--- src/hw/rtl/smss_pkg.sv ---
// Shared types, sizes and codes for the sorted-matrix staircase search core.
// Depends on nothing; smss_walk and the top level import it.

package smss_pkg;

   localparam int MAX_ROWS   = 8;
   localparam int MAX_COLS   = 8;
   localparam int DATA_W     = 32;
   localparam int ROW_W      = 3;                        // width of a row field
   localparam int COL_W      = 3;                        // width of a column field
   localparam int ROW_CNT_W  = $clog2(MAX_ROWS + 1);     // holds 0..MAX_ROWS
   localparam int COL_CNT_W  = $clog2(MAX_COLS + 1);     // holds 0..MAX_COLS
   localparam int DEPTH      = MAX_ROWS * MAX_COLS;
   localparam int ADDR_W     = $clog2(DEPTH);
   localparam int CFG_W      = 4;
   localparam int CSR_ADDR_W = 1;

   typedef enum logic {
      CMD_WRITE  = 1'b0,
      CMD_SEARCH = 1'b1
   } cmd_type;

   typedef enum logic [CSR_ADDR_W-1:0] {
      CSR_ROWS = 1'b0,
      CSR_COLS = 1'b1
   } csr_index_type;

   typedef enum logic [1:0] {
      ST_IDLE,
      ST_WALK,
      ST_HOLD
   } state_type;

   // Finished search handed from the walker to the output register.
   typedef struct packed {
      logic             valid;
      logic             found;
      logic [ROW_W-1:0] row;
      logic [COL_W-1:0] col;
   } result_type;

   // Row-major entry address.
   function automatic logic [ADDR_W-1:0] entry_addr(input logic [ROW_W-1:0] row,
                                                    input logic [COL_W-1:0] col);
      logic [31:0] a;
      a = 32'(row) * 32'(MAX_COLS) + 32'(col);
      return a[ADDR_W-1:0];
   endfunction

endpackage

--- src/hw/rtl/smss_ram.sv ---
// Generic single-write, single-read synchronous RAM with registered read data.
// Depends on nothing.

module smss_ram #(
   parameter int WIDTH = 32,
   parameter int DEPTH = 64
) (
   input  logic                     clock,
   input  logic                     we,
   input  logic [$clog2(DEPTH)-1:0] waddr,
   input  logic [WIDTH-1:0]         wdata,
   input  logic [$clog2(DEPTH)-1:0] raddr,
   output logic [WIDTH-1:0]         rdata
);

   logic [WIDTH-1:0] mem [DEPTH];
   logic [WIDTH-1:0] rdata_ff;

   always_ff @(posedge clock) begin
      if (we) begin
         mem[waddr] <= wdata;
      end
      rdata_ff <= mem[raddr];
   end

   assign rdata = rdata_ff;

endmodule

--- src/hw/rtl/smss_walk.sv ---
// Command sequencer: entry writes and the staircase walk over the matrix RAM.
// Depends on smss_pkg; drives the ports of one smss_ram instance.

module smss_walk
   import smss_pkg::*;
(
   input  logic                 clock,
   input  logic                 reset,
   input  logic                 accept,
   output logic                 ready,
   input  logic                 cmd,
   input  logic [ROW_W-1:0]     row_index,
   input  logic [COL_W-1:0]     col_index,
   input  logic [DATA_W-1:0]    data_value,
   input  logic [ROW_CNT_W-1:0] nrows,
   input  logic [COL_CNT_W-1:0] ncols,
   input  logic                 out_free,
   output result_type           result,
   output logic                 ram_we,
   output logic [ADDR_W-1:0]    ram_waddr,
   output logic [DATA_W-1:0]    ram_wdata,
   output logic [ADDR_W-1:0]    ram_raddr,
   input  logic [DATA_W-1:0]    ram_rdata
);

   state_type            state_ff, state_in;
   logic [ROW_CNT_W-1:0] row_ff, row_in;
   logic [COL_CNT_W-1:0] col_ff, col_in;
   logic [DATA_W-1:0]    key_ff, key_in;
   logic                 hit_ff, hit_in;
   logic [ROW_W-1:0]     res_row_ff, res_row_in;
   logic [COL_W-1:0]     res_col_ff, res_col_in;

   logic [ROW_CNT_W-1:0] row_next;
   logic [COL_CNT_W-1:0] col_next;
   logic [COL_CNT_W-1:0] col_cur_m1;
   logic [COL_CNT_W-1:0] col_next_m1;
   logic [COL_CNT_W-1:0] ncols_m1;
   logic                 in_range;

   always_ff @(posedge clock) begin
      if (reset) begin
         state_ff <= ST_IDLE;
      end else begin
         state_ff <= state_in;
      end
      row_ff     <= row_in;
      col_ff     <= col_in;
      key_ff     <= key_in;
      hit_ff     <= hit_in;
      res_row_ff <= res_row_in;
      res_col_ff <= res_col_in;
   end

   always_comb begin
      state_in   = state_ff;
      row_in     = row_ff;
      col_in     = col_ff;
      key_in     = key_ff;
      hit_in     = hit_ff;
      res_row_in = res_row_ff;
      res_col_in = res_col_ff;
      ready      = 1'b0;

      in_range    = (32'(row_index) < MAX_ROWS) && (32'(col_index) < MAX_COLS);
      ram_we      = 1'b0;
      ram_waddr   = entry_addr(row_index, col_index);
      ram_wdata   = data_value;

      ncols_m1    = ncols - COL_CNT_W'(1);
      col_cur_m1  = col_ff - COL_CNT_W'(1);
      row_next    = row_ff;
      col_next    = col_ff;
      // Move left when the entry is above the key, down when below.
      if ($signed(ram_rdata) > $signed(key_ff)) begin
         col_next = col_cur_m1;
      end else begin
         row_next = row_ff + ROW_CNT_W'(1);
      end
      col_next_m1 = col_next - COL_CNT_W'(1);
      ram_raddr   = entry_addr(ROW_W'(0), ncols_m1[COL_W-1:0]);

      case (state_ff)
         ST_IDLE: begin
            ready = 1'b1;
            if (accept) begin
               if (cmd == CMD_WRITE) begin
                  ram_we = in_range;
               end else begin
                  key_in     = data_value;
                  hit_in     = 1'b0;
                  res_row_in = '0;
                  res_col_in = '0;
                  row_in     = '0;
                  col_in     = ncols;
                  if (nrows == '0 || ncols == '0) begin
                     state_in = ST_HOLD;
                  end else begin
                     state_in = ST_WALK;
                  end
               end
            end
         end
         ST_WALK: begin
            if (ram_rdata == key_ff) begin
               hit_in     = 1'b1;
               res_row_in = row_ff[ROW_W-1:0];
               res_col_in = col_cur_m1[COL_W-1:0];
               state_in   = ST_HOLD;
            end else if (row_next == nrows || col_next == '0) begin
               state_in = ST_HOLD;
            end else begin
               row_in    = row_next;
               col_in    = col_next;
               ram_raddr = entry_addr(row_next[ROW_W-1:0], col_next_m1[COL_W-1:0]);
            end
         end
         ST_HOLD: begin
            if (out_free) begin
               state_in = ST_IDLE;
            end
         end
         default: begin
            state_in = ST_IDLE;
         end
      endcase

      result.valid = (state_ff == ST_HOLD);
      result.found = hit_ff;
      result.row   = res_row_ff;
      result.col   = res_col_ff;
   end

endmodule

--- src/hw/rtl/sorted_matrix_staircase_search_core.sv ---
// Top level of the sorted-matrix staircase search core: config registers,
// output register and the wiring of smss_walk to the matrix RAM (smss_ram).
// Depends on smss_pkg, smss_ram and smss_walk.
//
// Usage:
//   The req_ channel carries one word per command. tuser selects the command:
//   write stores data_value at (row_index, col_index); search looks for the
//   key data_value. A write gives no rsp_ word; every search gives exactly one.
//   The csr_ port sets rows_in_use (index 0) and cols_in_use (index 1); write
//   it only while no command is in flight.
//   Sequence: a write is stored in the RAM at its accept. A search goes through
//   its accept, then walk steps (each one RAM read plus compare, at most
//   rows_in_use + cols_in_use - 1 steps, so up to 15 for 8x8), then loads
//   the output register. Every walk step reads through the single RAM read
//   port; one command is handled at a time.
//   Reset: clears the sequencer and output valid, sets both size registers
//   to 8. Matrix contents are undefined until written.
//   Stall: a finished result sits in the output register; the next command is
//   accepted meanwhile, and a following search result waits in the sequencer
//   until the output register drains.

module sorted_matrix_staircase_search_core
   import smss_pkg::*;
(
   input  logic                  clock,
   input  logic                  reset,
   // command words
   input  logic                  req_tvalid,
   output logic                  req_tready,
   input  logic [39:0]           req_tdata,   // row_index[2:0], col_index[5:3],
                                              // data_value[37:6], zero pad[39:38]
   input  logic [0:0]            req_tuser,   // command[0]
   // result words
   output logic                  rsp_tvalid,
   input  logic                  rsp_tready,
   output logic [7:0]            rsp_tdata,   // found_row[2:0], found_col[5:3],
                                              // zero pad[7:6]
   output logic [0:0]            rsp_tuser,   // found[0]
   // register writes
   input  logic                  csr_we,
   input  logic [CSR_ADDR_W-1:0] csr_addr,
   input  logic [CFG_W-1:0]      csr_wdata
);

   logic [CFG_W-1:0]     rows_ff, rows_in;
   logic [CFG_W-1:0]     cols_ff, cols_in;
   logic [ROW_CNT_W-1:0] nrows;
   logic [COL_CNT_W-1:0] ncols;

   logic                 rsp_valid_ff, rsp_valid_in;
   logic                 rsp_found_ff, rsp_found_in;
   logic [ROW_W-1:0]     rsp_row_ff, rsp_row_in;
   logic [COL_W-1:0]     rsp_col_ff, rsp_col_in;

   logic                 accept;
   logic                 out_free;
   result_type           result;

   logic                 ram_we;
   logic [ADDR_W-1:0]    ram_waddr;
   logic [DATA_W-1:0]    ram_wdata;
   logic [ADDR_W-1:0]    ram_raddr;
   logic [DATA_W-1:0]    ram_rdata;

   // Size registers: values above the matrix size act as the full size.
   always_ff @(posedge clock) begin
      if (reset) begin
         rows_ff <= CFG_W'(8);
         cols_ff <= CFG_W'(8);
      end else begin
         rows_ff <= rows_in;
         cols_ff <= cols_in;
      end
   end

   always_comb begin
      rows_in = rows_ff;
      cols_in = cols_ff;
      if (csr_we) begin
         case (csr_index_type'(csr_addr))
            CSR_ROWS: rows_in = csr_wdata;
            CSR_COLS: cols_in = csr_wdata;
            default: begin
               rows_in = rows_ff;
            end
         endcase
      end
   end

   assign nrows = (32'(rows_ff) > MAX_ROWS) ? ROW_CNT_W'(MAX_ROWS) : ROW_CNT_W'(rows_ff);
   assign ncols = (32'(cols_ff) > MAX_COLS) ? COL_CNT_W'(MAX_COLS) : COL_CNT_W'(cols_ff);

   assign accept   = req_tvalid && req_tready;
   assign out_free = !rsp_valid_ff || rsp_tready;

   smss_ram #(
      .WIDTH (DATA_W),
      .DEPTH (DEPTH)
   ) u_ram (
      .clock (clock),
      .we    (ram_we),
      .waddr (ram_waddr),
      .wdata (ram_wdata),
      .raddr (ram_raddr),
      .rdata (ram_rdata)
   );

   smss_walk u_walk (
      .clock      (clock),
      .reset      (reset),
      .accept     (accept),
      .ready      (req_tready),
      .cmd        (req_tuser[0]),
      .row_index  (req_tdata[2:0]),
      .col_index  (req_tdata[5:3]),
      .data_value (req_tdata[37:6]),
      .nrows      (nrows),
      .ncols      (ncols),
      .out_free   (out_free),
      .result     (result),
      .ram_we     (ram_we),
      .ram_waddr  (ram_waddr),
      .ram_wdata  (ram_wdata),
      .ram_raddr  (ram_raddr),
      .ram_rdata  (ram_rdata)
   );

   // Output register: load a finished search when the slot is free or drains.
   always_ff @(posedge clock) begin
      if (reset) begin
         rsp_valid_ff <= 1'b0;
      end else begin
         rsp_valid_ff <= rsp_valid_in;
      end
      rsp_found_ff <= rsp_found_in;
      rsp_row_ff   <= rsp_row_in;
      rsp_col_ff   <= rsp_col_in;
   end

   always_comb begin
      rsp_valid_in = rsp_valid_ff && !rsp_tready;
      rsp_found_in = rsp_found_ff;
      rsp_row_in   = rsp_row_ff;
      rsp_col_in   = rsp_col_ff;
      if (result.valid && out_free) begin
         rsp_valid_in = 1'b1;
         rsp_found_in = result.found;
         rsp_row_in   = result.row;
         rsp_col_in   = result.col;
      end
   end

   assign rsp_tvalid = rsp_valid_ff;
   assign rsp_tdata  = {2'b00, rsp_col_ff, rsp_row_ff};
   assign rsp_tuser  = rsp_found_ff;

endmodule
--- config.mk ---
export PLATFORM = sky130hd
export DESIGN_NAME = sorted_matrix_staircase_search_core
export DESIGN_NICKNAME = d
export VERILOG_FILES = /design/src/hw/rtl/smss_pkg.sv /design/src/hw/rtl/smss_ram.sv /design/src/hw/rtl/smss_walk.sv /design/src/hw/rtl/sorted_matrix_staircase_search_core.sv
export SDC_FILE = /design/constraint.sdc
export NUM_CORES = 2
export LEC_CHECK = 0
export BUFFER_PORTS_ARGS = -buffer_cell sky130_fd_sc_hd__buf_2
export CAP_MARGIN = 20
export CORE_AREA = 2 2 401 403
export CTS_BUF_LIST = sky130_fd_sc_hd__clkbuf_4 sky130_fd_sc_hd__clkbuf_8
export CTS_CLUSTER_SIZE = 24
export DETAILED_ROUTE_END_ITERATION = 7
export DIE_AREA = 0 0 403 405
export HOLD_SLACK_MARGIN = 0.12
export MAX_ROUTING_LAYER = met4
export PLACE_DENSITY = 0.78
export REMOVE_ABC_BUFFERS = 1
export SLEW_MARGIN = 0
export SYNTH_ARGS = -nofsm -noshare
export SYNTH_HDL_FRONTEND = slang
export SYNTH_SLANG_ARGS = --single-unit
--- constraint.sdc ---
create_clock -name clock -period 13.7 [get_ports clock]
set_clock_uncertainty 0.2 [all_clocks]
set_input_delay 1.37 -clock clock [delete_from_list [all_inputs] [get_ports clock]]
set_output_delay 1.37 -clock clock [all_outputs]
set_load 0.02 [all_outputs]
==> metrics.md <==
| Metric | Value |
|---|---|
| Crit. End Element | register |
| Unrepaired setup endpoints after global routing | no |
| Worst vdd ir | around 350 µV |
| Asr flop ratio synth | 0% |
| Final WS setup | 4.45 ns |
| Tot GR Track Use | 30.8% |
| Router iterations before antenna repair | 8 |
| Hold_buf cts | 0 |
| Clock Latency Late Sink | around 1.1 ns |
| Area leader, netlist | edfxtp_1 |
| Hold WS | between 0.2 and 0.25 ns |
| Cell Area, Placed | between 0.08 and 0.09 mm² |
| EDFF count, synth | around 2100 |
| Crit path DAT | between 9 and 10 ns |
| Die height | 405 µm |
| Syn Inst Count | 5594 |
| Die area | 0.163 mm² |
| Final hold viol count | 0 |
| Mapped cell area | 0.0855 mm² |
| Ys flop type | edfxtp_1 |
| Ys Warns | 0 |
| CP Class | register to register |
| Total CTS buffers | 343 |
| TritonCTS clock tree | yes |
| Via/cell ratio | 6.71 |
| Clock Tree Root | clkbuf_8 |
| Die Width | approximately 400 µm |
| Ranking of synthesized cells by area | edfxtp_1 74%, mux2i_1 6.4%, nand2_1 3.3% |
| Seq/Total Area, Yosys | 74.8% |
| Ports | 62 |
| Area grow syn2layout | 12.0% |
| Post-CTS resize count | 0 |
| Non-filler instance count after layout | 8144 |
| Min cycle time layout | ~9.2 ns |
| Pwr/cell area | 204 mW/mm² |
| Part of the cycle the worst path needs | 67.5% |
| CTS Sinks | roughly 2100 |
| Placed insts | 7535 |
| CP Max Fanout | between 200 and 250 |
| Initial antenna violation count | 17 |
| Proportion of netlist area held by the largest area contributor | between 70% and 80% |
| Max clock buf depth | 4 |
| DRT Wirelength | 248000 µm |
| Hold Crit Depth | 0 |
| Site row count | between 100 and 150 |
| WL per Instance | a little over 30 µm |
| Reg2Reg Depth | 22 |
| Fmax | 108 MHz |
| Worst Tran Pin Value | 1.30 ns |
| Unique cell type count in the Yosys netlist | between 60 and 70 |
| Core Area | 0.159 mm² |
| Detail Placement HPWL | 124000 µm |
| Synthesized area per cell | 15.3 µm² |
| Leak | approximately 30 nW |
| Place WS | 4.99 ns |
| Final Cell Area | 0.0958 mm² |
| Port buffer count | 57 |
| Grt ovf | 0 |
| Nets | 5897 |
| GPL Wtd Cong | 0.942 |
| Final Power | 19.5 mW |
| DR iter-0 viols | 9703 |
| Data required time at the worst endpoint | 14.38 ns |
| Vias | 54700 |
| Starting Density | 53.7% |
| Hold Crit Class | register to register |
| Clock slew at reported path FFs | 0.06 ns |
| CTS H-tree lvls | 5 |
| Vias in the first global route | between 50000 and 60000 |
| Final setup viols | 0 |
| Final Slew Violations | 0 |
| Post-CTS setup buffers | 0 |
| Fraction of layout cells with a size suffix above 1 | between 10 and 15% |
| Final setup TNS | 0 ns |
| Worst rel slew slack | 12.5% |
| Top post-synthesis cells by count | 2102 x edfxtp_1, 756 x nand2_1, 546 x mux2i_1, 388 x a21oi_1, 255 x clkbuf_1 |
| Outcome | finished, final reports clean |
| Final routed DRC violation total | 0 |
| Seq cells post-synth | 2145 |
| Max-cap viol count | 0 |
| CP Launch Type | register |
| Most numerous cell in the Yosys netlist | edfxtp_1 |
| First-pass GRT wire length | ~350000 µm |
| Final core occ | between 60% and 70% |
| Largest net degree at the start of global routing | 210 |
| Post-DRT Antenna Nets | 0 |
worst max-delay path, cell delays in order, from the launching register on:
cell	delay (ns)
edfxtp_1	0.32
inv_1	0.04
ha_1	0.31
nand4_1	0.21
or3_1	0.41
nor4_1	0.85
a221o_1	0.51
nor2_4	0.16
xnor2_2	0.16
buf_4	0.31
inv_8	0.53
ha_1	0.26
nand4_1	0.18
o211ai_4	0.20
buf_4	0.74
buf_12	0.56
mux2i_4	0.14
buf_12	0.27
buf_12	0.46
a31oi_1	0.36
o2111ai_1	0.15
o41ai_1	1.07
o2111ai_1	0.21
metal layers:
metal | up-vias | part of all wire [%] | track usage [%]
met5 | - | 0 | -
met1 | 26700 | 34 | 38.0
met4 | 0 | 6.2 | 17.4
met2 | 4535 | 44 | 45.3
li1 | 22500 | - | -
met3 | 898 | 15 | 9.53
state kept, by name (all words and copies together) (netlist names):
name / flops
cols_ff: 4
rows_ff: 4
rsp_col_ff: 3
rsp_row_ff: 3
rsp_tuser: 1
rsp_tvalid: 1
u_ram.mem: 2048
u_ram.rdata: 32
u_walk.col_ff: 4
u_walk.hit_ff: 1
u_walk.key_ff: 32
u_walk.res_col_ff: 3
u_walk.res_row_ff: 3
u_walk.row_ff: 4
u_walk.state_ff: 2
final timing paths:
check,from,endpoint,slack (ns)
hold reg to reg,u_walk.res_row_ff[2],rsp_row_ff[2],0.22
hold / removal,u_walk.res_row_ff[2],rsp_row_ff[2],0.22
setup reg to reg,u_walk.key_ff[14],u_ram.rdata[15],4.45
setup / recovery,u_walk.key_ff[14],u_ram.rdata[15],4.45
final cells by class:
| class | instances | area [µm²] |
|---|---|---|
| Antenna cell | 15 | 37.5 |
| Clock buffer | 465 | 5730 |
| Clock inverter | 115 | 759 |
| Fill cell | 11200 | 63500 |
| Inverter | 43 | 171 |
| Multi-Input combinational cell | 3008 | 20400 |
| Sequential cell | 2145 | 64000 |
| Tap cell | 2086 | 2610 |
| Timing Repair Buffer | 267 | 2060 |
layout by cell type, fill, tap and decap left out, types with 41 or more instances in the layout:
master / Yosys / layout
buf_4: 17 / 185
o22ai_1: 213 / 213
o2111ai_1: 127 / 127
nor2_4: 1 / 71
inv_1: 41 / 41
mux2i_1: 546 / 542
nor4b_1: 229 / 229
edfxtp_1: 2102 / 2102
o21ai_0: 119 / 119
buf_2: 89 / 63
o41ai_1: 78 / 57
clkbuf_4: 0 / 111
clkinv_1: 0 / 70
nand2_1: 756 / 756
a21oi_1: 388 / 386
dfxtp_1: 43 / 43
clkbuf_8: 0 / 358
a31oi_1: 231 / 231
kinds of logic after synthesis:
| group | Yosys count | synth area share [%] |
|---|---|---|
| AOI/OAI and AO/OA | 1214 | 8.88 |
| xor gates and xnor gates | 15 | 0.154 |
| adders and majority gates | 38 | 0.556 |
| buffers and inverters | 442 | 2.24 |
| DFF | 2145 | 74.8 |
| muxes | 549 | 6.44 |
| other | 1 | 0.00439 |
| and+or+nand+nor | 1190 | 6.89 |
where the power goes:
group / leakage (nW) / switching, mW / internal (mW)
clock network: 3.45 / 2.43 / 2.88
logic: 7.19 / 5.13 / 1.71
registers: 19.3 / 0.0494 / 7.33
Note: power is estimated with default switching activity, not from simulation.
